==> src/rtl/core/gtp_pkg.sv <==
// ----------------------------------------------------------------------------
// gtp_pkg
// Shared types, constants and the arctangent table for the go-to-point
// wheel controller pipeline.
// ----------------------------------------------------------------------------
package gtp_pkg;

	localparam int FRAC_BITS = 12;
	localparam int ANG_FRAC  = 28;
	localparam int CW        = 34;
	localparam int WW        = CW + 2;
	localparam int ERR_W     = 32;
	localparam int SQ_W      = 34;
	localparam int ROOT_W    = 17;
	localparam int REM_W     = 20;

	localparam logic signed [CW-1:0] ANG_PI      = 34'sd843314857;
	localparam logic signed [CW-1:0] ANG_HALF_PI = 34'sd421657428;
	localparam logic signed [CW-1:0] INV_GAIN    = 34'sd163008218;

	localparam logic signed [WW-1:0] ANG_PI_W      = 36'sd843314857;
	localparam logic signed [WW-1:0] ANG_TWO_PI_W  = 36'sd1686629713;
	localparam logic signed [WW-1:0] ANG_FOUR_PI_W = 36'sd3373259426;

	typedef enum logic [2:0] {
		REG_ANG_GAIN  = 3'd0,
		REG_LIN_GAIN  = 3'd1,
		REG_ANG_LIMIT = 3'd2,
		REG_LIN_LIMIT = 3'd3,
		REG_ARRIVE    = 3'd4,
		REG_RADIUS    = 3'd5
	} cfg_reg_t;

	typedef struct packed {
		logic                 far;
		logic                 neg;
		logic signed [CW-1:0] ang;
	} side_t;

	typedef struct packed {
		logic                 valid;
		logic signed [CW-1:0] x;
		logic signed [CW-1:0] y;
		logic signed [CW-1:0] z;
		side_t                side;
	} cordic_t;

	typedef struct packed {
		logic [SQ_W-1:0]   n;
		logic [REM_W-1:0]  rem;
		logic [ROOT_W-1:0] root;
	} sqrt_t;

	function automatic logic signed [CW-1:0] atan_entry(input int idx);
		logic signed [CW-1:0] r;
		unique case (idx)
			0:  r = 34'sd210828714;
			1:  r = 34'sd124459457;
			2:  r = 34'sd65760959;
			3:  r = 34'sd33381290;
			4:  r = 34'sd16755422;
			5:  r = 34'sd8385879;
			6:  r = 34'sd4193963;
			7:  r = 34'sd2097109;
			8:  r = 34'sd1048571;
			9:  r = 34'sd524287;
			10: r = 34'sd262144;
			11: r = 34'sd131072;
			12: r = 34'sd65536;
			13: r = 34'sd32768;
			14: r = 34'sd16384;
			15: r = 34'sd8192;
			16: r = 34'sd4096;
			17: r = 34'sd2048;
			18: r = 34'sd1024;
			19: r = 34'sd512;
			20: r = 34'sd256;
			21: r = 34'sd128;
			22: r = 34'sd64;
			23: r = 34'sd32;
			default: r = '0;
		endcase
		return r;
	endfunction

endpackage

==> src/rtl/core/gtp_sqrt_cell.sv <==
// ----------------------------------------------------------------------------
// gtp_sqrt_cell
// One bit of a restoring integer square root; two radicand bits enter per
// cell and one root bit leaves.
// ----------------------------------------------------------------------------
module gtp_sqrt_cell
	import gtp_pkg::*;
(
	input  logic  clk,
	input  logic  en,
	input  sqrt_t din,
	output sqrt_t dout
);

	logic [REM_W-1:0] rem_sh, trial;
	logic             ge;
	sqrt_t            data_q;

	always_comb begin
		rem_sh = {din.rem[REM_W-3:0], din.n[SQ_W-1 -: 2]};
		trial  = {{(REM_W-ROOT_W-2){1'b0}}, din.root, 2'b01};
		ge     = (rem_sh >= trial);
	end

	always_ff @(posedge clk) begin
		if (en) begin
			data_q.n    <= {din.n[SQ_W-3:0], 2'b00};
			data_q.rem  <= ge ? (rem_sh - trial) : rem_sh;
			data_q.root <= {din.root[ROOT_W-2:0], ge};
		end
	end

	assign dout = data_q;

endmodule

==> config.mk <==
export PLATFORM = sky130hd
export DESIGN_NAME = gtp_sqrt_cell
export DESIGN_NICKNAME = d
export VERILOG_FILES = /design/src/rtl/core/gtp_pkg.sv /design/src/rtl/core/gtp_sqrt_cell.sv
export SDC_FILE = /design/constraint.sdc
export NUM_CORES = 1
export LEC_CHECK = 0
export ABC_AREA = 1
export ABC_CLOCK_PERIOD_IN_PS = 5000
export BUFFER_PORTS_ARGS = -buffer_cell sky130_fd_sc_hd__buf_2
export CAP_MARGIN = 20
export CORE_ASPECT_RATIO = 1.2
export CORE_UTILIZATION = 25
export DETAILED_ROUTE_END_ITERATION = 16
export GPL_TIMING_DRIVEN = 0
export PLACE_DENSITY_LB_ADDON = 0.15
export SLEW_MARGIN = 0
export SYNTH_ARGS = -nofsm -noshare
export SYNTH_HDL_FRONTEND = slang
export SYNTH_SLANG_ARGS = --single-unit
==> constraint.sdc <==
create_clock -name clk -period 5 [get_ports clk]
set_input_delay 0.75 -clock clk [delete_from_list [all_inputs] [get_ports clk]]
set_output_delay 0.75 -clock clk [all_outputs]
set_load 0.02 [all_outputs]
After elaboration in Yosys (flattened, before gate mapping)
Cells that the tools add are included.
Operators by class
  add/sub/neg operators: 1
  $mul: 0
  div/mod/pow operators: 0
  magnitude comparators: 1
  eq/ne operators: 0
  shift operators: 0
  multiplexer cells: 1
  bitwise operators: 0
  reductions and logical operators: 0
Operators with widths (count)
  $ge A20 B19 Y1: 1
  $mux W20: 1
  $sub A20 B19 Y20: 1
Storage, ports and cells
  register bits: 69
  latch bits: 0
  RAM bits: 0
  ROM bits: 0
  output and inout bits: 71
  word-level logic and storage cells: 6
  memories: 0

Longest topological paths before layout
Gate-level depths: netlist of run 1.
  word-level depth: 2
  mapped depth: 14
  depth with buffers taken out: 13

Least setup slack after synthesis of run 1
Ideal clock, no wire load.
  path type: input-to-reg
  start point: in din[9] (netlist bit)
  end point: reg data_q (netlist bit dout[36]), data pin
  library setup time: 0.256 ns
  arrival time: 1.957 ns
  data required time: 4.744 ns
  setup slack: 2.786 ns
  stages: 11
  path buffers: 1
  cell sequence: inv_1 > ha_1 > nand2_1 > inv_1 > a21oi_1 > nand3_2 > nand2_2 > nand2_4 > inv_4 > buf_8 > a21oi_4
Between the ends
  cells in the longest elaborated chain, start to end: 2
Ends and longest elaborated chain
  start, declared: RTL line gtp_sqrt_cell.sv:11  | input sqrt_t din,
  $sub A20 B19 Y20 or $ge A20 B19 Y1 (tied branches): RTL line gtp_sqrt_cell.sv:28, gtp_sqrt_cell.sv:22
  $mux W20 (*): RTL line gtp_sqrt_cell.sv:28  | data_q.rem <= ge ? (rem_sh - trial) : rem_sh;
  end, declared: RTL line gtp_sqrt_cell.sv:17  | sqrt_t data_q;
Mark *: on every way between the ends. The rest lies on a longest branch, timed or not.
A chain may end at the register's enable or synchronous reset.

Final worst setup path of run 1
  start point: in din[7] (netlist bit)
  end point: reg data_q (netlist bit dout[36]), data pin
The elaborated chain is that of the path after synthesis.

==> impl_metrics.json, run 1 <==
{
  "status": "finished clean",
  "largest_reg_flops": 69,
  "fp.dieW_um": 113,
  "vias_per_cell": 4.18,
  "seq_area_frac_synth_pct": 56.0,
  "remaining_drc_errors": 0,
  "grt_pass1_wl_um": 14900,
  "drt_wl_total_um": 9430,
  "gp_congestion": 0.801,
  "hold_buffers": 0,
  "drv_cap": 0,
  "antenna_found_initial": 0,
  "end_kind": "flip-flop",
  "cts_buffers": 9,
  "slew_headroom_pct": 41.4,
  "hp-start": "din[37]",
  "rows": 48,
  "utilization_pct": 34.1,
  "drtIter0Drc": 161,
  "hold_path_class": "input pin to flip-flop",
  "p_per_area_nw_per_um2": 352,
  "fillers": 1514,
  "cts_num_sinks": 69,
  "finalSetupViolCount": 0,
  "core_um2": 14400,
  "grt_pass1_vias": 3081,
  "drt_first_pass_iters": 4,
  "finalCritPeriodShare_pct": 44.8,
  "postCtsSetupRepairBufs": 0,
  "root_buffer": "clkbuf_16",
  "crit_required_ps": 5100,
  "yosys_warnings": 0,
  "startpoint": "din[7]",
  "ys_ff_latch": 69,
  "ctsLongestPathBuffers": 2,
  "area_delta_synth_final_pct": 32.8,
  "p_leak_uw": 0.00245,
  "hold_viol": 0,
  "ioPinCount": 144,
  "grt_max_degree": 70,
  "synth_cell_types": 29,
  "finalSetupTns_ps": 0,
  "layout-drive-gt1-share_pct": 32.9,
  "cts_max_level": 3,
  "avgRoutedWirePerCell_um": 13.0,
  "synth_cells": 394,
  "diodes": 0,
  "cts_tree": "yes",
  "critPathLaunchType": "input pin",
  "min_period_ps": 2240,
  "die_area_um2": 15300,
  "die_h_um": 135,
  "rsz0062_at_grt": "false",
  "cts.reportedPaths.clkPinSlew_ps": 70,
  "cts_resized": 0,
  "slew_violations": 0,
  "vdd_ir_drop_max_v": 0.000138,
  "track_usage_pct": 12.8,
  "synthesis.area_um2": 3700,
  "critPathKind": "input pin to flip-flop",
  "fin_nets": 637,
  "tightestPinTransition_ps": 879,
  "numPortBuffers": 139,
  "dp_hpwl_um": 7280,
  "vias": 3034,
  "fmax_ghz": 0.446,
  "avgSynthCellArea_um2": 9.39,
  "arrival_ps": 2340,
  "grt-ovfl-total": 0,
  "cp_max_fo": 10,
  "ant_nets": 0,
  "initial_core_util_pct": 25.7
}
## synthesized netlist by cell type
library cell / instances / area (µm²)
nand3_1: 23 / 115
buf_4: 2 / 15.0
nor3_1: 4 / 20.0
ha_1: 19 / 238
a21oi_1: 14 / 70.1
and3_1: 1 / 6.26
nand3_2: 2 / 20.0
inv_1: 56 / 210
nor3_2: 1 / 10.0
edfxtp_1: 69 / 2070
nand2_2: 9 / 56.3
and2_1: 1 / 6.26
inv_4: 1 / 6.26
o21ai_0: 4 / 20.0
a21oi_4: 1 / 16.3
o21ai_1: 1 / 5.00
xnor2_1: 3 / 26.3
nand4_1: 1 / 6.26
xor2_1: 7 / 61.3
inv_2: 5 / 18.8
buf_6: 2 / 22.5
nand2_1: 137 / 514
nand3b_1: 4 / 30.0
nor2_1: 20 / 75.1
nand2_4: 1 / 11.3
o21bai_1: 2 / 15.0
conb_1: 1 / 3.75
nor2_2: 2 / 12.5
buf_8: 1 / 15.0
## logic make-up after synthesis
| group | Yosys count | synth area share, % |
|---|---|---|
| simple gates | 206 | 23.9 |
| flops | 69 | 56.0 |
| buf+inv | 67 | 7.78 |
| compound gates | 22 | 3.42 |
| fa+ha+maj | 19 | 6.43 |
| xor+xnor | 10 | 2.37 |
| other cells | 1 | 0.101 |
## layout make-up
cell class                      instances  area [µm²]  share of cell area (%)
Multi-Input combinational cell        259        1340                    27.3
Timing Repair Buffer                  139         698                    14.2
Inverter                               62         235                    4.79
Clock buffer                            9         225                    4.59
Sequential cell                        69        2070                    42.2
Tap cell                              175         219                    4.46
Clock inverter                          7        66.3                    1.35
Buffer                                  5        52.6                    1.07
## layout by cell type, fill, tap and decap left out, drive strengths merged
cell    Yosys  layout
a21oi      15      15
and2        1       1
and3        1       1
buf         5     144
bufinv      0       1
clkbuf      0       9
clkinv      0       6
conb        1       2
edfxtp     69      69
ha         19      19
inv        62      62
nand2     147     147
nand3      25      25
nand3b      4       4
nand4       1       1
nor2       22      22
nor3        5       5
o21ai       5       5
o21bai      2       2
xnor2       3       3
xor2        7       7
## metrics by stage
stage	total power [µW]	std cells	instance area (µm²)	setup slack [ps]	hold WS (ps)
after floorplan	972	395	3700	2790	849
after global placement	1110	709	4620	2390	926
after detailed placement	1110	709	4620	2370	928
after CTS	1760	725	4910	2740	574
after global routing	1820	725	4910	2600	574
final	1730	725	4910	2760	594
## final timing paths
check	to	slack, ps	cells after the start
setup / recovery	dout[36]	2760	12
hold / removal	dout[39]	590	1
## per-layer routing
| metal | wire [µm] | part of all wire, % | track usage, % | up-vias |
|---|---|---|---|---|
| met3 | 550 | 5.8 | 3.36 | 13 |
| met1 | 4200 | 45 | 15.0 | 1336 |
| met4 | 229 | 2.4 | 6.07 | 0 |
| met5 | 0 | 0 | 0 | - |
| li1 | - | - | - | 1578 |
| met2 | 4450 | 47 | 21.8 | 107 |
## worst max-delay path: stages
cell	delay, ps
buf_2	100
inv_1	40
ha_1	350
nand2_1	90
nand2_1	80
a21oi_1	250
nand3_2	160
nand2_2	110
nand2_4	70
inv_4	130
buf_8	170
a21oi_4	40
## power by group
part / internal, µW / switching (µW) / total, µW
logic: 129 / 243 / 372
registers: 707 / 12.4 / 719
clock network: 383 / 252 / 635
total: 1220 / 507 / 1730
No activity file was read; power rests on OpenSTA's default activity.
==> run 2: changes to the inputs <==
--- a/config.mk
+++ b/config.mk
@@ -5,8 +5,8 @@
 export SDC_FILE = /design/constraint.sdc
 export NUM_CORES = 1
 export LEC_CHECK = 0
-export ABC_AREA = 1
-export ABC_CLOCK_PERIOD_IN_PS = 5000
+export ABC_AREA = 0
+export ABC_CLOCK_PERIOD_IN_PS = 2000
 export BUFFER_PORTS_ARGS = -buffer_cell sky130_fd_sc_hd__buf_2
 export CAP_MARGIN = 20
 export CORE_ASPECT_RATIO = 1.2
==> constraint.sdc (replaced) <==
create_clock -name clk -period 2 [get_ports clk]
set_input_delay 0.3 -clock clk [delete_from_list [all_inputs] [get_ports clk]]
set_output_delay 0.3 -clock clk [all_outputs]
set_load 0.02 [all_outputs]
==> run 2 against run 1 <==
The flow now finishes with violations (setup timing); non-clock buffer count grew 29; first-iteration DRC count grew 4.3%; cell count shrank 16%; final area grew 11%; sequential power grew to 2.5 times the previous value; utilization grew 5.8 points; count of clock-buffer cells in the layout is the same; flip-flop and latch count is the same; combinational power grew to 3.5 times the previous value; power grew to 2.9 times the previous value; routed wire length shrank 1.1%; worst hold slack lost 450 ps; critical endpoint is now dout[32]; largest cell class unchanged; largest power group is now the clock network.
==> impl_metrics.json, run 2 <==
{
  "stdcell_area_um2": 5470,
  "avgRoutedWirePerCell_um": 15.3,
  "hold_depth": 1,
  "yosys.area_share.xor_xnor_pct": 4.26,
  "grt_util_met1_pct": 15.0,
  "rsz0062_at_grt": "true",
  "p_per_area_nw_per_um2": 906,
  "avgSynthCellArea_um2": 13.3,
  "synth-compound-area-share_pct": 11.4,
  "tightestPinTransition_ps": 915,
  "slowest_stage": "nor4_4",
  "root_buffer": "clkbuf_16",
  "total_power_uw": 4950,
  "critPathLaunchType": "input pin",
  "critPathKind": "input pin to flip-flop",
  "synth_cell_types": 42,
  "dp_hpwl_um": 6310,
  "vias_per_cell": 4.47,
  "ys.flop_type": "edfxtp_1",
  "yosys.area.top_type": "edfxtp_1",
  "top_usage_layer": "met2",
  "numPortBuffers": 139,
  "gp_congestion": 0.732,
  "fin_nets": 528,
  "finalSetupViolCount": 19,
  "grt_pass1_vias": 2750,
  "cts_num_sinks": 69,
  "hold_viol": 0,
  "synth_top_family_by_area": "compound AO/OA/AOI/OAI gates",
  "cpMostUsedCell": "buf_12",
  "seq_area_frac_synth_pct": 59.2,
  "ys_top_cells_by_area": "edfxtp_1 (59%), ha_1 (6.8%), mux2_4 (5.6%)",
  "grt_max_degree": 70,
  "slew_violations": 0,
  "yosysTopAreaCellShare_pct": 59.2,
  "die_h_um": 132,
  "ys_ff_latch": 69,
  "ctsLongestPathBuffers": 2,
  "synth_cells": 263,
  "ioPinCount": 144,
  "violations": "setup timing",
  "fillers": 1334,
  "pre_cts_ws_ps": -775,
  "grt_pass1_wl_um": 14100,
  "placed_cells_incl_taps": 574,
  "synth_fa_ha_area_share_pct": 6.80,
  "final_common_cell": "buf_2",
  "drtIter0Drc": 168,
  "antenna_found_initial": 0,
  "synth_edf_count": 69,
  "use_met3_pct": 3.87,
  "worstPathCellList": "buf_2 > ha_4 > nand4_1 > nor4_4 > a2111oi_4 > a21o_1 > a31oi_4 > buf_12 > buf_12 > mux2_4",
  "synth.mux.area_fraction_pct": 6.51,
  "end_kind": "flip-flop",
  "cts.reportedPaths.clkPinSlew_ps": 60,
  "vias": 2729,
  "synthesis.area_um2": 3500,
  "p_leak_uw": 0.00229,
  "use_met2_pct": 22.1,
  "status": "complete, but fails checks",
  "cts_buffers": 9,
  "post_dp_cell_area_um2": 4560,
  "drt_wl_total_um": 9330,
  "layout_common_cells": "buf_2 (118), edfxtp_1 (69), buf_4 (33)",
  "rows": 47,
  "diodes": 0,
  "track_usage_pct": 12.9,
  "largest_reg_flops": 69,
  "grt-ovfl-total": 0,
  "finalWorstSetupSlack_ps": -148,
  "crit_required_ps": 2080,
  "cts_tree": "yes",
  "post_layout_nonfiller_instances": 611,
  "ant_nets": 0,
  "cts_max_level": 3,
  "min_period_ps": 2150,
  "fmax_ghz": 0.466,
  "fp.dieW_um": 110,
  "arrival_ps": 2230,
  "max_stage_delay_ps": 310,
  "finalCritPeriodShare_pct": 107,
  "die_area_um2": 14500,
  "area_delta_synth_final_pct": 56.3,
  "yosys_warnings": 0,
  "synth_top_cells_by_count": "edfxtp_1 (69), inv_1 (24), ha_1 (19)",
  "synthSimpleGateAreaFrac_pct": 6.69,
  "cp_max_fo": 7,
  "regArea_um2": 2070,
  "core_um2": 13700,
  "drt_first_pass_iters": 4,
  "remaining_drc_errors": 0,
  "multi_input_area_um2": 1590,
  "slew_headroom_pct": 39.0,
  "initial_core_util_pct": 25.5,
  "vdd_ir_drop_max_v": 0.000396,
  "hold_path_class": "input pin to flip-flop",
  "layout-drive-gt1-share_pct": 58.0,
  "drv_cap": 0,
  "synth-async-reset-ratio_pct": 0,
  "synth.most_common_cell": "edfxtp_1"
}
## run 2: changes by cell type in the layout (fill, tap and decap cells not counted), moves of 9 or more
cell,previous run,this run
nand2_1,137,11
buf_4,3,33
buf_2,138,118
nor2_1,20,11
ha_1,19,3
nand3_1,23,3
inv_1,56,8
nand2_2,9,0
mux2_4,0,15
buf_6,2,16
ha_4,0,16
## run 2: cell families after synthesis
kind of cell,count (synthesis)
AOI/OAI and AO/OA,58
xor gates and xnor gates,17
adders and majority gates,19
buffers and inverters,36
DFF,69
muxes,16
other,1
and+or+nand+nor,47
## run 2: cell type report
cell class,instances,share of cell area (%)
buffer,4,1.01
clock buffer,9,4.12
clock inverter,6,2.06
inverter,24,2.06
multi-input combinational,159,29.1
sequential,69,37.9
tap,171,3.91
timing repair buffer,169,19.8
## run 2: where the power goes
part / switching (µW) / leakage [µW] / internal [µW]
sequential: 31.5 / 0.000675 / 1780
clock: 620 / 0.000165 / 1210
combinational: 676 / 0.00145 / 634
## run 2: path summary, 6_finish.rpt
| check | start | endpoint | slack (ps) |
|---|---|---|---|
| worst max-delay path | din[20] | dout[32] | -150 |
| worst min-delay path | din[10] | dout[11] | 140 |
## run 2: metal layers
metal  part of all wire (%)  vias up  wire length [µm]
met5                      0        -                 0
met4                    1.2        0               112
met3                    8.7        9               816
met2                     49      107              4580
met1                     41     1299              3820
li1                       -     1314                 -
## run 2: metrics by stage
| stage | utilization (%) | hold WS [ps] | TNS, ps |
|---|---|---|---|
| floorplan | - | 399 | -6320 |
| global placement | 33.3 | 477 | -14300 |
| detailed placement | 33.3 | 478 | -14080 |
| CTS | 38.8 | 132 | -2880 |
| global route | 39.9 | 127 | -4090 |
| finish | 39.9 | 143 | -2290 |
## run 2: repair_timing
item | 4_1_cts | 5_1_grt
gates cloned | 1 | 0
endpoints found under the setup margin | 21 | 21
gates resized for setup | 53 | 36
buffers inserted | 22 | 7
hold buffers | 0 | 0
pin swaps | 30 | 24
## run 2: worst max-delay path: cells and delay by family
family / cells / cell delay [ps]
and+or+nand+nor: 2 / 470
AOI/OAI and AO/OA: 3 / 460
buffers and inverters: 3 / 400
muxes: 1 / 290
adders and majority gates: 1 / 280
==> run 3: changes to the inputs <==
--- a/config.mk
+++ b/config.mk
@@ -11,10 +11,13 @@
 export CAP_MARGIN = 20
 export CORE_ASPECT_RATIO = 1.2
 export CORE_UTILIZATION = 25
+export CTS_CLUSTER_DIAMETER = 50
 export DETAILED_ROUTE_END_ITERATION = 16
 export GPL_TIMING_DRIVEN = 0
 export PLACE_DENSITY_LB_ADDON = 0.15
+export SKIP_LAST_GASP = 1
 export SLEW_MARGIN = 0
 export SYNTH_ARGS = -nofsm -noshare
 export SYNTH_HDL_FRONTEND = slang
 export SYNTH_SLANG_ARGS = --single-unit
+export TNS_END_PERCENT = 1
==> run 3 against run 2 <==
The run still ends with setup timing left; die area unchanged; highest routed layer unchanged; critical path type unchanged; sequential power hardly changed; setup slack lost 28 ps; combinational power is essentially flat; worst hold slack gained 1.1 ps; critical path depth increased by 2; via count is 0.70% lower.
==> impl_metrics.json, run 3 (synthesized netlist as in run 2, its figures left out) <==
{
  "ctsLongestPathBuffers": 2,
  "layout_common_cells": "buf_2 (125), edfxtp_1 (69), buf_4 (28)",
  "hold_path_class": "input pin to flip-flop",
  "slowest_stage": "mux2_2",
  "p_per_area_nw_per_um2": 892,
  "initial_core_util_pct": 25.5,
  "cts.reportedPaths.clkPinSlew_ps": 60,
  "regArea_um2": 2070,
  "drtIter0Drc": 134,
  "worstPathCellList": "buf_6 > inv_4 > ha_4 > buf_6 > nand4_1 > nor4_4 > a2111oi_4 > a21o_1 > a31oi_4 > buf_6 > buf_6 > mux2_2",
  "cts_buffers": 9,
  "cts_tree": "yes",
  "dp_hpwl_um": 6350,
  "avgRoutedWirePerCell_um": 14.9,
  "finalSetupViolCount": 20,
  "seq_power_share_pct": 37.6,
  "grt_pass1_vias": 2817,
  "p_leak_uw": 0.00227,
  "fillers": 1332,
  "crit_required_ps": 2070,
  "finalWorstSetupSlack_ps": -176,
  "area_delta_synth_final_pct": 54.0,
  "die_area_um2": 14500,
  "remaining_drc_errors": 0,
  "vias": 2710,
  "slew_violations": 0,
  "slew_headroom_pct": 39.8,
  "crit_end": "dout[20]",
  "numPortBuffers": 139,
  "diodes": 0,
  "vdd_ir_drop_max_v": 0.000359,
  "total_power_uw": 4800,
  "max_stage_delay_ps": 320,
  "track_usage_pct": 12.7,
  "core_um2": 13700,
  "finalSetupTns_ps": -2900,
  "placed_cells_incl_taps": 574,
  "swShare_pct": 27.4,
  "multi_input_area_um2": 1540,
  "cp_max_fo": 3,
  "hold_depth": 1,
  "finalCritPeriodShare_pct": 109,
  "layout-drive-gt1-share_pct": 56.5,
  "gp_congestion": 0.786,
  "post_layout_nonfiller_instances": 615,
  "grt_pass1_wl_um": 13900,
  "cts_max_level": 3,
  "ioPinCount": 144,
  "vias_per_cell": 4.41,
  "violations": "setup timing",
  "p_sw_uw": 1320,
  "fp.dieW_um": 110,
  "startpoint": "din[10]",
  "intPower_uw": 3490,
  "final_common_cell": "buf_2",
  "grt_max_degree": 70,
  "root_buffer": "clkbuf_16",
  "cts_num_sinks": 69,
  "largest_reg_flops": 69,
  "rsz0062_at_grt": "true",
  "combPwrFrac_pct": 26.6,
  "status": "complete, but fails checks",
  "rows": 47,
  "critPathKind": "input pin to flip-flop",
  "min_period_ps": 2180,
  "drt_first_pass_iters": 4,
  "die_h_um": 132,
  "end_kind": "flip-flop",
  "cpMostUsedCell": "buf_6",
  "fmax_ghz": 0.460,
  "drt_wl_total_um": 9180,
  "ant_nets": 0,
  "drv_cap": 0,
  "antenna_found_initial": 0,
  "arrival_ps": 2250,
  "pwr-share-clk_pct": 35.8,
  "critPathLaunchType": "input pin",
  "hold_viol": 0,
  "fin_nets": 531,
  "tightestPinTransition_ps": 904,
  "grt-ovfl-total": 0
}
-- run 3: power groups by stage --
stage | sequential [µW] | combinational, µW | clock, µW
detailed placement | 1840 | 1060 | 0
global route | 1830 | 1380 | 1830
finish | 1810 | 1280 | 1720
floorplan | 2050 | 509 | 0
CTS | 1810 | 1280 | 1770
global placement | 1840 | 1060 | 0
-- run 3: cell type report --
type                       count  share of cell area, %
inverter                      24                   1.95
multi-input combinational    159                   28.6
sequential                    69                   38.5
timing repair buffer         169                   19.4
clock inverter                 6                   1.63
buffer                         7                   1.74
clock buffer                  10                   4.25
tap                          171                   3.97
-- run 3: worst min-delay path by stage --
| stage | startpoint | to |
|---|---|---|
| 3_3_place_gp | din[51] | dout[53] |
| 3_5_place_dp | din[37] | dout[39] |
| 6_report | din[67] | dout[69] |
| 4_1_cts | din[55] | dout[57] |
| 5_1_grt | din[37] | dout[39] |
| 2_1_floorplan | din[9] | dout[10] |
-- run 3: critical path, delay by kind of cell --
kind	cells	cell delay [ps]
multiplexers	1	320
adder cells (fa/ha/maj)	1	250
buffers and inverters	5	430
AO/OA/AOI/OAI	3	490
AND/OR/NAND/NOR	2	450
-- run 3: what timing repair did --
item,CTS,global route
setup buffers,28,1
gates cloned,1,0
hold buffers,0,0
endpoints found under the setup margin,21,21
resized for setup,71,0
pin swaps,30,6
-- run 3: per-layer routing --
metal,share of wire (%),vias up,global-route usage [%]
met5,0,-,0
met4,2.7,0,5.48
met3,8.9,14,3.92
met2,48,112,21.5
met1,40,1263,14.4
li1,-,1321,-
-- run 3: metrics by stage --
step	worst slack [ps]	hold WS, ps	area, µm²	utilization (%)
after detailed placement	-784	478	4550	33.2
after CTS	-147	130	5380	39.2
after global routing	-281	126	5390	39.3
final	-176	145	5390	39.3
after global placement	-801	476	4540	33.2
after floorplan	-380	399	3630	-
