## config.mk

```make
export PLATFORM = sky130hd
export DESIGN_NAME = gtp_cordic_cell
export DESIGN_NICKNAME = d
export VERILOG_FILES = /design/src/rtl/core/gtp_pkg.sv /design/src/rtl/core/gtp_cordic_cell.sv
export SDC_FILE = /design/constraint.sdc
export NUM_CORES = 1
export LEC_CHECK = 0
export ABC_AREA = 0
export BUFFER_PORTS_ARGS = -buffer_cell sky130_fd_sc_hd__buf_2
export CAP_MARGIN = 10
export CORE_MARGIN = 2
export CORE_UTILIZATION = 30
export DETAILED_ROUTE_END_ITERATION = 10
export PLACE_DENSITY = 0.61
export SETUP_SLACK_MARGIN = 0.15
export SYNTH_ARGS = -nofsm -noshare
export SYNTH_HDL_FRONTEND = slang
export SYNTH_SLANG_ARGS = --single-unit
```

## constraint.sdc

```tcl
create_clock -name clk -period 2.6 [get_ports clk]
set_clock_uncertainty 0.15 [all_clocks]
set_input_delay 0.52 -clock clk [delete_from_list [all_inputs] [get_ports clk]]
set_output_delay 0.52 -clock clk [all_outputs]
set_load 0.05 [all_outputs]
```

## src/rtl/core/gtp_pkg.sv

```systemverilog
// ----------------------------------------------------------------------------
// gtp_pkg
// Shared types, constants and the arctangent table for the go-to-point
// wheel controller pipeline.
// ----------------------------------------------------------------------------
package gtp_pkg;

	localparam int FRAC_BITS = 12;
	localparam int ANG_FRAC  = 28;
	localparam int CW        = 34;
	localparam int WW        = CW + 2;
	localparam int ERR_W     = 32;
	localparam int SQ_W      = 34;
	localparam int ROOT_W    = 17;
	localparam int REM_W     = 20;

	localparam logic signed [CW-1:0] ANG_PI      = 34'sd843314857;
	localparam logic signed [CW-1:0] ANG_HALF_PI = 34'sd421657428;
	localparam logic signed [CW-1:0] INV_GAIN    = 34'sd163008218;

	localparam logic signed [WW-1:0] ANG_PI_W      = 36'sd843314857;
	localparam logic signed [WW-1:0] ANG_TWO_PI_W  = 36'sd1686629713;
	localparam logic signed [WW-1:0] ANG_FOUR_PI_W = 36'sd3373259426;

	typedef enum logic [2:0] {
		REG_ANG_GAIN  = 3'd0,
		REG_LIN_GAIN  = 3'd1,
		REG_ANG_LIMIT = 3'd2,
		REG_LIN_LIMIT = 3'd3,
		REG_ARRIVE    = 3'd4,
		REG_RADIUS    = 3'd5
	} cfg_reg_t;

	typedef struct packed {
		logic                 far;
		logic                 neg;
		logic signed [CW-1:0] ang;
	} side_t;

	typedef struct packed {
		logic                 valid;
		logic signed [CW-1:0] x;
		logic signed [CW-1:0] y;
		logic signed [CW-1:0] z;
		side_t                side;
	} cordic_t;

	typedef struct packed {
		logic [SQ_W-1:0]   n;
		logic [REM_W-1:0]  rem;
		logic [ROOT_W-1:0] root;
	} sqrt_t;

	function automatic logic signed [CW-1:0] atan_entry(input int idx);
		logic signed [CW-1:0] r;
		unique case (idx)
			0:  r = 34'sd210828714;
			1:  r = 34'sd124459457;
			2:  r = 34'sd65760959;
			3:  r = 34'sd33381290;
			4:  r = 34'sd16755422;
			5:  r = 34'sd8385879;
			6:  r = 34'sd4193963;
			7:  r = 34'sd2097109;
			8:  r = 34'sd1048571;
			9:  r = 34'sd524287;
			10: r = 34'sd262144;
			11: r = 34'sd131072;
			12: r = 34'sd65536;
			13: r = 34'sd32768;
			14: r = 34'sd16384;
			15: r = 34'sd8192;
			16: r = 34'sd4096;
			17: r = 34'sd2048;
			18: r = 34'sd1024;
			19: r = 34'sd512;
			20: r = 34'sd256;
			21: r = 34'sd128;
			22: r = 34'sd64;
			23: r = 34'sd32;
			default: r = '0;
		endcase
		return r;
	endfunction

endpackage

```

## src/rtl/core/gtp_cordic_cell.sv

```systemverilog
// ----------------------------------------------------------------------------
// gtp_cordic_cell
// One micro-rotation of a CORDIC chain, vectoring or rotation mode, with a
// registered output and sideband carried along.
// ----------------------------------------------------------------------------
module gtp_cordic_cell
	import gtp_pkg::*;
#(
	parameter int STAGE  = 0,
	parameter bit VECTOR = 1'b1
) (
	input  logic    clk,
	input  logic    arst_n,
	input  logic    en,
	input  cordic_t din,
	output cordic_t dout
);

	logic signed [CW-1:0] sh_x, sh_y, ang;
	logic                 up;
	cordic_t              nxt;
	cordic_t              data_q;
	logic                 valid_q;

	always_comb begin
		sh_x = din.x >>> STAGE;
		sh_y = din.y >>> STAGE;
		ang  = atan_entry(STAGE);
		up   = VECTOR ? ~din.y[CW-1] : din.z[CW-1];
		nxt  = din;
		if (up) begin
			nxt.x = din.x + sh_y;
			nxt.y = din.y - sh_x;
			nxt.z = din.z + ang;
		end else begin
			nxt.x = din.x - sh_y;
			nxt.y = din.y + sh_x;
			nxt.z = din.z - ang;
		end
	end

	always_ff @(posedge clk or negedge arst_n) begin
		if (!arst_n) begin
			valid_q <= 1'b0;
		end else if (en) begin
			valid_q <= din.valid;
		end
	end

	always_ff @(posedge clk) begin
		if (en) begin
			data_q <= nxt;
		end
	end

	always_comb begin
		dout       = data_q;
		dout.valid = valid_q;
	end

endmodule

```

* Yosys cells after proc, flatten, opt, wreduce, memory -nomap -nowiden *
Index checks and enable logic that the tools add are counted.

operators by class
  multiplexer cells = 1
  add/sub/neg operators = 5

operators by type and width
  cell                                                 number
  2-to-1 mux 102 bit                                   1
  subtractor 34 bit                                    2
  adder 34 x 29 -> 34 bit, second input constant       1
  adder 34 bit                                         1
  subtractor 34 x 29 -> 34 bit, second input constant  1

storage, ports and cells
  output and inout bits = 139
  logic and storage cells = 13
  bits of input ports = 142
  register bits after elaboration = 139

* Depth between registers and ports, before layout *
Gate-level depths: netlist of the first run.

  depth in word-level cells = 2
  mapped depth = 13
  depth with buffers taken out = 11

* Least setup slack after synthesis of the first run *
Ideal clock, no wire load.

  kind = input-to-reg
  from = input din[103] (netlist name)
  to = register data_q, in the netlist dout[67] (data pin)
  stages = 13
  arrival = 3,875 ps
  path buffers = 3
  data required time = 2,315 ps
  library setup time = 135 ps
  path slack = -1,560 ps
  cell sequence = clkbuf_1 clkinv_1 clkbuf_1 buf_1 ha_1 a21o_1 a21o_1 a311oi_2 o21bai_1 a221oi_4 o221ai_2 or4b_1 nand3_1

RTL lines
  what                  RTL line               text
  start, declared       gtp_cordic_cell.sv:15  input cordic_t din,
  end signal, assigned  gtp_cordic_cell.sv:52  data_q <= nxt;
  end, declared         gtp_cordic_cell.sv:22  cordic_t data_q;

==> qor.txt, run 1 <==
Worst rel slew slack: 48.3%
Power density over the cells: 518 mW/mm2
Buf/Inv on CP: 2
Nets: 2315
Sink Count: 138
R2R Setup Slk: 1.70 ns
Drt first pass iters: 5
Yosys cell types: 89
EDFF count, synth: 137
Clock Latency Late Sink: 0.46 ns
WL final: 47100 um
GRT Overall Usage: 21.8%
IO Count: 281
First-pass GRT wire length: 69700 um
Final Hold Vio Count: 0
Yosys top cell by area: edfxtp_1
DIE HEIGHT: 203 um
Count leader, synth: edfxtp_1
FP Rows: 72
CP max stage delay: 0.41 ns
Post-Layout Cell Count: 2570
Syn. warnings: 0
Total Power: 10.8 mW
Max Slew Vio Count: 0
Port buffer count: 280
Post-synthesis compound-gate area fraction: 23.8%
Root Driver: clkbuf_16
Final setup TNS: -2.98 ns
R2r worst-path depth: 1
Core area: 0.0388 mm2
CTS tree: yes
Setup WS pre-CTS: -0.837 ns
Synthesized flop and latch total: 138
Asr flop ratio synth: 0.725%
TritonCTS Buffers: 17
Hold_ws: 0.0792 ns
Critical path class: input pin to register
Sequential-to-total area share from yosys stat: 34.9%
Detailed Place HPWL: 35800 um
Worst setup SP type: input pin
Worst path slowest cell: fa_2
Clk slew on worst S/H paths: 0.07 ns
Synth top cells by count: edfxtp_1, a21oi_1, ha_1
Crit share post-route: 111%
Gr ovfl total: 0
Routed len/inst: 18.3 um
Post-placement cell count: 2451
Synthesized area per cell: 9.10 um2
Peak Freq: 0.346 GHz
Routed vias/inst: 5.05
Placed inst area: 0.0176 mm2
Min-Delay Path Class: input pin to register
R2R Path End: valid_q$_DFFE_PN0P_
Crit-path leading delay family: compound AO/OA/AOI/OAI gates
Chip width: 203 um
Main synth FF type: edfxtp_1
Outcome: complete, but fails checks
Vias in the first global route: 13000
DR iter-0 viols: 806
Failing checks: setup timing
Initial antenna violation count: 1
Fin util: 53.7%
Hold Path Origin: din[12]
RSZ-0062 raised after global routing: yes
VDD IR-drop max: 0.403 mV
Simple-gate portion of the synthesized area: 14.0%
Die area: 0.0412 mm2
Crit path DAT: 2.94 ns
Synth top area share: 34.7%
Post-Syn Nets: 1581
Pleak: 9.10 nW
Cells after Synth: 1304
H-Tree Depth: 4
Synth Area in XOR/XNOR: 6.42%
Clock Tree Buf Depth: 2
Post-synthesis mux area share: 0.865%
Worst hold stages: 1
Hold path endpoint: dout[12]$_DFFE_PP_
Synthesis-to-finish area growth: 75.8%
Number of routed nets with antenna violations: 0
Least-Margin Pin Slew: 0.775 ns
Worst setup margin: -0.286 ns
Layout cells sized above 1: 55.6%
DR vias: 13000
Crit Path Max Fanout: 2
# fillers: 3409
Max_cap viols: 0
CP Cell Sequence: buf_12, buf_12, ha_4, fa_2, nor2b_2, o31a_1, nor2_4, o31a_1, o31ai_2, a311o_1, mux2i_1, nand4_1
Synth area leaders: edfxtp_1, ha_1, a21oi_1, xnor2_1, o21ai_0
Final setup viols: 32
Largest net degree at the start of global routing: 52
Crit end category: register
Main combinational cell family by area after synthesis: compound AO/OA/AOI/OAI gates
Reg2reg start: valid_q$_DFFE_PN0P_
CP required: 2.66 ns
Routability cong.: 0.921
Fin area: 0.0209 mm2
Period minus WS final: 2.89 ns
Starting Density: 30.6%
Residual DRC: 0
Post-Synth Adder-Cell Area: 14.5%
Post-Syn Area: 0.0119 mm2
[what timing repair did]
item                                   in CTS  in global routing
gates cloned                                1                  0
gates resized for setup                   234                211
setup buffers                              51                 33
endpoints found under the hold margin       1                  0
setup endpoints to repair                  59                 67
pin swaps                                 125                138
hold buffers                                1                  0
[cell type report]
type / count / area [um2] / area share, %
multi-input cells: 998 / 9280 / 44.5
repair inverters: 1 / 8.76 / 0.0420
clock buffers: 17 / 425 / 2.04
flip-flops and latches: 138 / 4140 / 19.8
repair buffers: 772 / 5700 / 27.3
clock inverters: 15 / 129 / 0.618
well taps: 518 / 648 / 3.11
diodes: 1 / 2.50 / 0.0120
inverters: 110 / 527 / 2.53
[cell usage in the layout, fill, tap and decap left out, types with 8 or more instances in the layout]
master,synthesis,layout
a21o_1,26,26
a21oi_1,132,81
a21oi_2,0,40
a21oi_4,2,13
a31oi_1,15,10
buf_12,0,12
buf_2,14,244
buf_4,3,426
buf_6,0,81
buf_8,0,8
clkbuf_16,0,17
edfxtp_1,137,137
ha_1,131,84
ha_4,0,41
inv_1,104,74
inv_2,3,14
inv_4,1,12
inv_6,0,9
nand2_1,74,67
nand2b_1,12,11
nand3_1,23,18
nand4_1,22,22
nor2_1,103,83
nor2_2,1,9
nor2_4,0,12
nor2b_1,16,10
nor3_1,32,21
o211ai_1,12,12
o21a_1,15,15
o21ai_0,93,50
o21ai_1,4,17
o21ai_2,2,23
o21ai_4,0,9
o21bai_1,24,19
xnor2_1,73,57
xnor2_2,0,15
xor2_1,14,12
[cells by family (layout without fill, tap and decap cells)]
family	after synthesis	after routing
AOI/OAI and AO/OA	427	427
DFF	138	138
adders and majority gates	135	135
muxes	10	10
buffers and inverters	168	915
other	0	1
and+or+nand+nor	339	339
xor gates and xnor gates	87	87
[sequential cells by signal, summed over array words and instances, names as in the netlist]
name     cells
valid_q      1
dout       137
[worst max-delay path by stage]
stage          cells past startpoint      from             endpoint  slack (ns)
4_1_cts                           10   din[70]  dout[102]$_DFFE_PP_       -0.22
6_report                          12   din[70]  dout[136]$_DFFE_PP_       -0.29
5_1_grt                           12   din[70]  dout[136]$_DFFE_PP_       -0.35
3_5_place_dp                      11   din[89]  dout[127]$_DFFE_PP_       -0.84
2_1_floorplan                     13  din[103]   dout[67]$_DFFE_PP_       -0.67
3_3_place_gp                      11   din[90]  dout[127]$_DFFE_PP_       -0.85
[per-layer routing]
layer | up-vias | track usage (%) | part of all wire, %
met5 | - | 0 | 0
met3 | 77 | 3.63 | 5.4
met2 | 433 | 38.0 | 50
met4 | 0 | 7.90 | 2.8
li1 | 6251 | - | -
met1 | 6209 | 27.0 | 42
[where the power goes]
part	switching, mW	total (mW)	internal (mW)
clock	1.15	2.40	1.25
sequential	0.0972	2.96	2.87
combinational	3.24	5.45	2.21
Power figures use the tool's default switching activity.
==> run 2: changes to the inputs <==
--- a/config.mk
+++ b/config.mk
@@ -11,6 +11,7 @@
 export CORE_MARGIN = 2
 export CORE_UTILIZATION = 30
 export DETAILED_ROUTE_END_ITERATION = 10
+export MAX_ROUTING_LAYER = met4
 export PLACE_DENSITY = 0.61
 export SETUP_SLACK_MARGIN = 0.15
 export SYNTH_ARGS = -nofsm -noshare
==> run 2 against run 1 <==
  * The run still ends with setup timing left
  * Global-route usage increased by 0.49 points
  * Final cell count down 0.51%
  * Non-clock buffer count decreased by 14
  * Flip-flop and latch count unchanged
  * First-iteration DRC count down 5.8%
  * Sequential share of layout area up 0.31 points
  * Worst hold slack got worse by 0.0039 ns
  * Via count rose by 0.16%
  * Total power up 0.65%
  * Clock-buffer cell count is the same
  * Register-to-register slack hardly changed
  * Setup slack gained 0.082 ns
==> qor.txt, run 2 (same netlist as run 1, synthesis figures left out) <==
Final Hold Vio Count: 0 (unchanged)
Initial antenna violation count: 2 (+1)
Final setup TNS: -3.84 ns (-0.853 ns)
Post-placement cell count: 2447 (-0.16%)
Port buffer count: 280 (unchanged)
H-Tree Depth: 4 (unchanged)
Worst setup SP type: input pin
Period minus WS final: 2.80 ns (-0.0818 ns)
Chip width: 203 um (unchanged)
Routed vias/inst: 5.08 (+0.67%)
Least-Margin Pin Slew: 0.608 ns (-0.167 ns)
R2r worst-path depth: 1 (unchanged)
Max Slew Vio Count: 0 (unchanged)
Number of routed nets with antenna violations: 0 (unchanged)
Crit-path leading delay family: compound AO/OA/AOI/OAI gates
Die area: 0.0412 mm2 (unchanged)
Most frequent cells in the layout: buf_4, buf_2, edfxtp_1
CP Cell Sequence: buf_8, buf_6, buf_6, buf_6, buf_6, ha_4, or2_4, o221ai_4, o21ai_4, buf_6, o21ai_4, nor2_4, o31ai_2, a31oi_1, xnor2_1
Largest net degree at the start of global routing: 54 (+3.8%)
TritonCTS Buffers: 17 (unchanged)
Drt first pass iters: 5 (unchanged)
Vias in the first global route: 12900 (-1.1%)
RSZ-0062 raised after global routing: yes
WL final: 47000 um (-0.24%)
Stages on worst setup path: 15 (+3)
Final setup viols: 41 (+28%)
Clock Latency Late Sink: 0.46 ns (about the same)
Crit path DAT: 2.86 ns (-0.08 ns)
CP required: 2.65 ns (about the same)
Buf/Inv on CP: 6 (+4)
CTS tree: yes
Residual DRC: 0 (unchanged)
R2R Setup Slk: 1.71 ns (about the same)
Failing checks: setup timing
Total Power: 10.9 mW (+0.65%)
Worst setup margin: -0.204 ns (+0.0818 ns)
Crit Path Max Fanout: 4 (+2)
# fillers: 3470 (+1.8%)
Routed len/inst: 18.4 um (+0.26%)
Crit share post-route: 108% (-3.1 points)
DIE HEIGHT: 203 um (unchanged)
DR iter-0 viols: 759 (-5.8%)
Power density over the cells: 530 mW/mm2 (+2.2%)
Pleak: 8.99 nW (-1.1%)
VDD IR-drop max: 0.425 mV (+5.5%)
Gr ovfl total: 0 (unchanged)
Origin of the worst setup path: din[71]
Synthesis-to-finish area growth: 73.1%
CP most frequent cell: buf_6
First-pass GRT wire length: 69400 um (-0.47%)
IO Count: 281 (unchanged)
Routability cong.: 0.940 (+2.1%)
Clk slew on worst S/H paths: 0.07 ns (about the same)
Detailed Place HPWL: 35700 um (-0.25%)
Peak Freq: 0.357 GHz (+2.9%)
Worst hold stages: 1 (unchanged)
Core area: 0.0388 mm2 (unchanged)
FP Rows: 72 (unchanged)
Reg2reg start: valid_q$_DFFE_PN0P_
Max_cap viols: 0 (unchanged)
Outcome: complete, but fails checks
Sink Count: 138 (unchanged)
Worst path slowest cell: o21ai_4
Largest register FFs: 137 (unchanged)
Starting Density: 30.6% (unchanged)
R2R Path End: valid_q$_DFFE_PN0P_
Root Driver: clkbuf_16
Nets: 2301 (-0.60%)
Hold_ws: 0.0752 ns (-0.00394 ns)
Critical path class: input pin to register
Worst setup endpoint: dout[125]$_DFFE_PP_
DR vias: 13000 (+0.16%)
Post-Layout Cell Count: 2557 (-0.51%)
Min-Delay Path Class: input pin to register
GRT Overall Usage: 22.3% (+0.49 points)
CP max stage delay: 0.30 ns (-0.11 ns)
Layout cells sized above 1: 54.6% (-0.99 points)
Worst rel slew slack: 59.4% (+11 points)
Clock Tree Buf Depth: 2 (unchanged)
Commonest non-fill, non-tap cell in the layout: buf_4
Crit end category: register
-- run 2: cell count changes in the layout (fill, tap and decap cells not counted), moves of 4 or more --
cell | previous run | this run
buf_4 | 426 | 411
inv_6 | 9 | 5
buf_6 | 81 | 73
inv_8 | 5 | 11
xnor2_2 | 15 | 11
buf_2 | 244 | 256
inv_1 | 74 | 78
a21oi_1 | 81 | 85
xnor2_1 | 57 | 62
inv_4 | 12 | 8
-- run 2: power by group --
part	leakage, nW	internal [mW]	switching, mW
registers	1.35	2.87	0.0943
clock network	0.294	1.38	1.18
logic	7.35	2.15	3.22
total	8.99	6.39	4.49
-- run 2: timing repair --
item | in CTS | in global routing
gates resized for setup | 233 | 164
pin swaps | 113 | 129
gates cloned | 1 | 0
buffers inserted | 39 | 35
endpoints found under the setup margin | 58 | 66
hold buffers | 1 | 0
endpoints found under the hold margin | 1 | 0
-- run 2: layout make-up --
type                       instances  area (um2)  area share, %
antenna                            2        5.00         0.0244
sequential                       138        4140           20.2
inverter                         110         519           2.53
clock inverter                    15         171          0.835
timing repair inverter             1        16.3         0.0792
clock buffer                      17         425           2.07
multi-input combinational        998        9100           44.3
timing repair buffer             758        5510           26.8
tap                              518         648           3.16
-- run 2: stage by stage --
step	utilization [%]	setup WS, ns	cell area (um2)
2_1_floorplan	-	-0.673	12900
3_3_place_gp	45.2	-0.816	17600
3_5_place_dp	45.2	-0.851	17600
4_1_cts	50.3	-0.177	19500
5_1_grt	52.9	-0.253	20500
6_report	52.9	-0.204	20500
-- run 2: worst min-delay path by stage --
stage                 start                  end
finish              din[13]   dout[13]$_DFFE_PP_
CTS                 din[13]   dout[13]$_DFFE_PP_
floorplan            arst_n  valid_q$_DFFE_PN0P_
global route        din[29]   dout[29]$_DFFE_PP_
global placement     arst_n  valid_q$_DFFE_PN0P_
detailed placement   arst_n  valid_q$_DFFE_PN0P_
-- run 2: routing by layer --
| metal | wire length [um] | track usage [%] | share of wire [%] |
|---|---|---|---|
| met1 | 19900 | 27.1 | 42 |
| met3 | 2770 | 3.71 | 5.9 |
| met5 | 0 | - | 0 |
| met4 | 1580 | 7.79 | 3.4 |
| met2 | 22700 | 37.3 | 48 |
==> run 3: changes to the inputs <==
--- a/config.mk
+++ b/config.mk
@@ -13,7 +13,7 @@
 export DETAILED_ROUTE_END_ITERATION = 10
 export MAX_ROUTING_LAYER = met4
 export PLACE_DENSITY = 0.61
-export SETUP_SLACK_MARGIN = 0.15
+export SETUP_SLACK_MARGIN = 0.1
 export SYNTH_ARGS = -nofsm -noshare
 export SYNTH_HDL_FRONTEND = slang
 export SYNTH_SLANG_ARGS = --single-unit
==> run 3 against run 2 <==
  * The flow still finishes with violations (setup timing)
  * Fmax rose by 0.41%
  * Utilization fell by 1.8 points
  * Via count fell by 2.4%
  * Die area did not move
  * Sequential power barely moved
  * Setup slack improved by 0.011 ns
  * Total power fell by 3.0%
  * Sequential share of layout area rose by 0.70 points
  * Critical path depth fell by 4
  * Largest power group unchanged
  * Highest routed layer unchanged
==> qor.txt, run 3 (same netlist as run 1, synthesis figures left out) <==
Outcome: complete, but fails checks
Failing checks: setup timing
RSZ-0062 raised after global routing: yes
Crit Path Max Fanout: 5 (+1)
# fillers: 3576 (+3.1%)
Total Power: 10.6 mW (-3.0%)
Port buffer count: 280 (unchanged)
WL final: 45100 um (-4.0%)
Detailed Place HPWL: 35400 um (-1.0%)
Nets: 2265 (-1.6%)
Crit path DAT: 2.85 ns (about the same)
CP required: 2.66 ns (about the same)
Post-Layout Cell Count: 2520 (-1.4%)
GRT Overall Usage: 22.0% (-0.32 points)
Critical path class: input pin to register
Buf/Inv on CP: 3 (-3)
FP Rows: 72 (unchanged)
DR vias: 12700 (-2.4%)
VDD IR-drop max: 0.456 mV (+7.3%)
DIE HEIGHT: 203 um (unchanged)
CP Cell Sequence: buf_2, inv_2, ha_4, inv_2, a21oi_1, a21oi_1, or3_1, o211a_1, a2111o_1, a32oi_2, xnor2_1
R2R Path End: valid_q$_DFFE_PN0P_
Origin of the worst setup path: din[96]
Crit-path leading delay family: compound AO/OA/AOI/OAI gates
CP max stage delay: 0.47 ns (+0.17 ns)
Post-placement cell count: 2442 (-0.20%)
Starting Density: 30.6% (unchanged)
TritonCTS Buffers: 17 (unchanged)
Routed vias/inst: 5.03 (-0.96%)
H-Tree Depth: 4 (unchanged)
Pleak: 8.64 nW (-3.9%)
Crit share post-route: 107% (-0.44 points)
Synthesis-to-finish area growth: 67.2%
Most frequent cells in the layout: buf_4, buf_2, edfxtp_1
R2r worst-path depth: 1 (unchanged)
Core area: 0.0388 mm2 (unchanged)
Min-Delay Path Class: input pin to register
Number of routed nets with antenna violations: 0 (unchanged)
Period minus WS final: 2.79 ns (-0.0114 ns)
First-pass GRT wire length: 68200 um (-1.8%)
Setup WS pre-CTS: -0.839 ns (+0.0122 ns)
Worst setup SP type: input pin
Clk slew on worst S/H paths: 0.07 ns (about the same)
Routed len/inst: 17.9 um (-2.6%)
Worst path slowest cell: a2111o_1
Reg2reg start: valid_q$_DFFE_PN0P_
Residual DRC: 0 (unchanged)
Crit end category: register
Worst setup margin: -0.193 ns (+0.0114 ns)
Chip width: 203 um (unchanged)
IO Count: 281 (unchanged)
Max Slew Vio Count: 0 (unchanged)
Final Hold Vio Count: 0 (unchanged)
Final setup viols: 26 (-37%)
Placed inst area: 0.0175 mm2 (-0.36%)
Stages on worst setup path: 11 (-4)
CTS tree: yes
Clock Latency Late Sink: 0.45 ns (about the same)
R2R Setup Slk: 1.70 ns (about the same)
Gr ovfl total: 0 (unchanged)
Worst rel slew slack: 54.7% (-4.7 points)
Drt first pass iters: 6 (+1)
Layout cells sized above 1: 52.6% (-2.0 points)
Largest net degree at the start of global routing: 52 (-3.7%)
Clock Tree Buf Depth: 2 (unchanged)
Largest register FFs: 137 (unchanged)
Fin area: 0.0198 mm2 (-3.4%)
Routability cong.: 0.929 (-1.2%)
Initial antenna violation count: 1 (-1)
Least-Margin Pin Slew: 0.679 ns (+0.0709 ns)
Vias in the first global route: 12700 (-1.1%)
Sink Count: 138 (unchanged)
DR iter-0 viols: 661 (-13%)
Die area: 0.0412 mm2 (unchanged)
Worst setup endpoint: dout[102]$_DFFE_PP_
Power density over the cells: 532 mW/mm2 (+0.40%)
Max_cap viols: 0 (unchanged)
Peak Freq: 0.358 GHz (+0.41%)
Commonest non-fill, non-tap cell in the layout: buf_4
Root Driver: clkbuf_16
[run 3: stage by stage]
stage	setup TNS [ns]	utilization [%]	hold WS (ns)
floorplan	-8.70	-	0.0744
global placement	-35.76	45.1	0.145
detailed placement	-38.44	45.1	0.148
CTS	-1.39	49.6	0.0564
global route	-4.30	51.1	0.0659
finish	-1.84	51.1	0.0834
[run 3: worst min path at each step]
stage / start / end / slack [ns] / depth (start not counted)
global placement: arst_n / valid_q$_DFFE_PN0P_ / 0.15 / 1
detailed placement: arst_n / valid_q$_DFFE_PN0P_ / 0.15 / 1
finish: din[27] / dout[27]$_DFFE_PP_ / 0.08 / 1
global route: din[27] / dout[27]$_DFFE_PP_ / 0.07 / 1
floorplan: arst_n / valid_q$_DFFE_PN0P_ / 0.07 / 0
CTS: din[34] / dout[34]$_DFFE_PP_ / 0.06 / 1
[run 3: where the power goes]
part / internal (mW) / switching, mW
clock network: 1.27 / 1.18
registers: 2.87 / 0.0953
logic: 2.03 / 3.11
[run 3: layer usage]
layer  vias up  GRT usage, %  wire length [um]  part of all wire [%]
li1       6156             -                 -                     -
met5         -             -                 0                     0
met4         0          7.19              1200                   2.7
met1      6029          27.2             19600                    43
met2       426          36.9             21900                    49
met3        69          3.05              2420                   5.4
[run 3: layout make-up]
class | count | area (um2) | area share, %
Clock inverter | 15 | 149 | 0.750
Antenna cell | 1 | 2.50 | 0.0126
Inverter | 110 | 517 | 2.60
Sequential cell | 138 | 4140 | 20.9
Tap cell | 518 | 648 | 3.27
Timing Repair inverter | 1 | 16.3 | 0.0820
Clock buffer | 17 | 425 | 2.14
Multi-Input combinational cell | 998 | 8890 | 44.8
Timing Repair Buffer | 722 | 5060 | 25.5
[run 3: what timing repair did]
action	CTS	global route
cloned	1	0
pin swaps	118	90
hold buffers	1	0
setup buffers	30	21
setup endpoints to repair	57	66
endpoints found under the hold margin	1	0
resized for setup	197	105
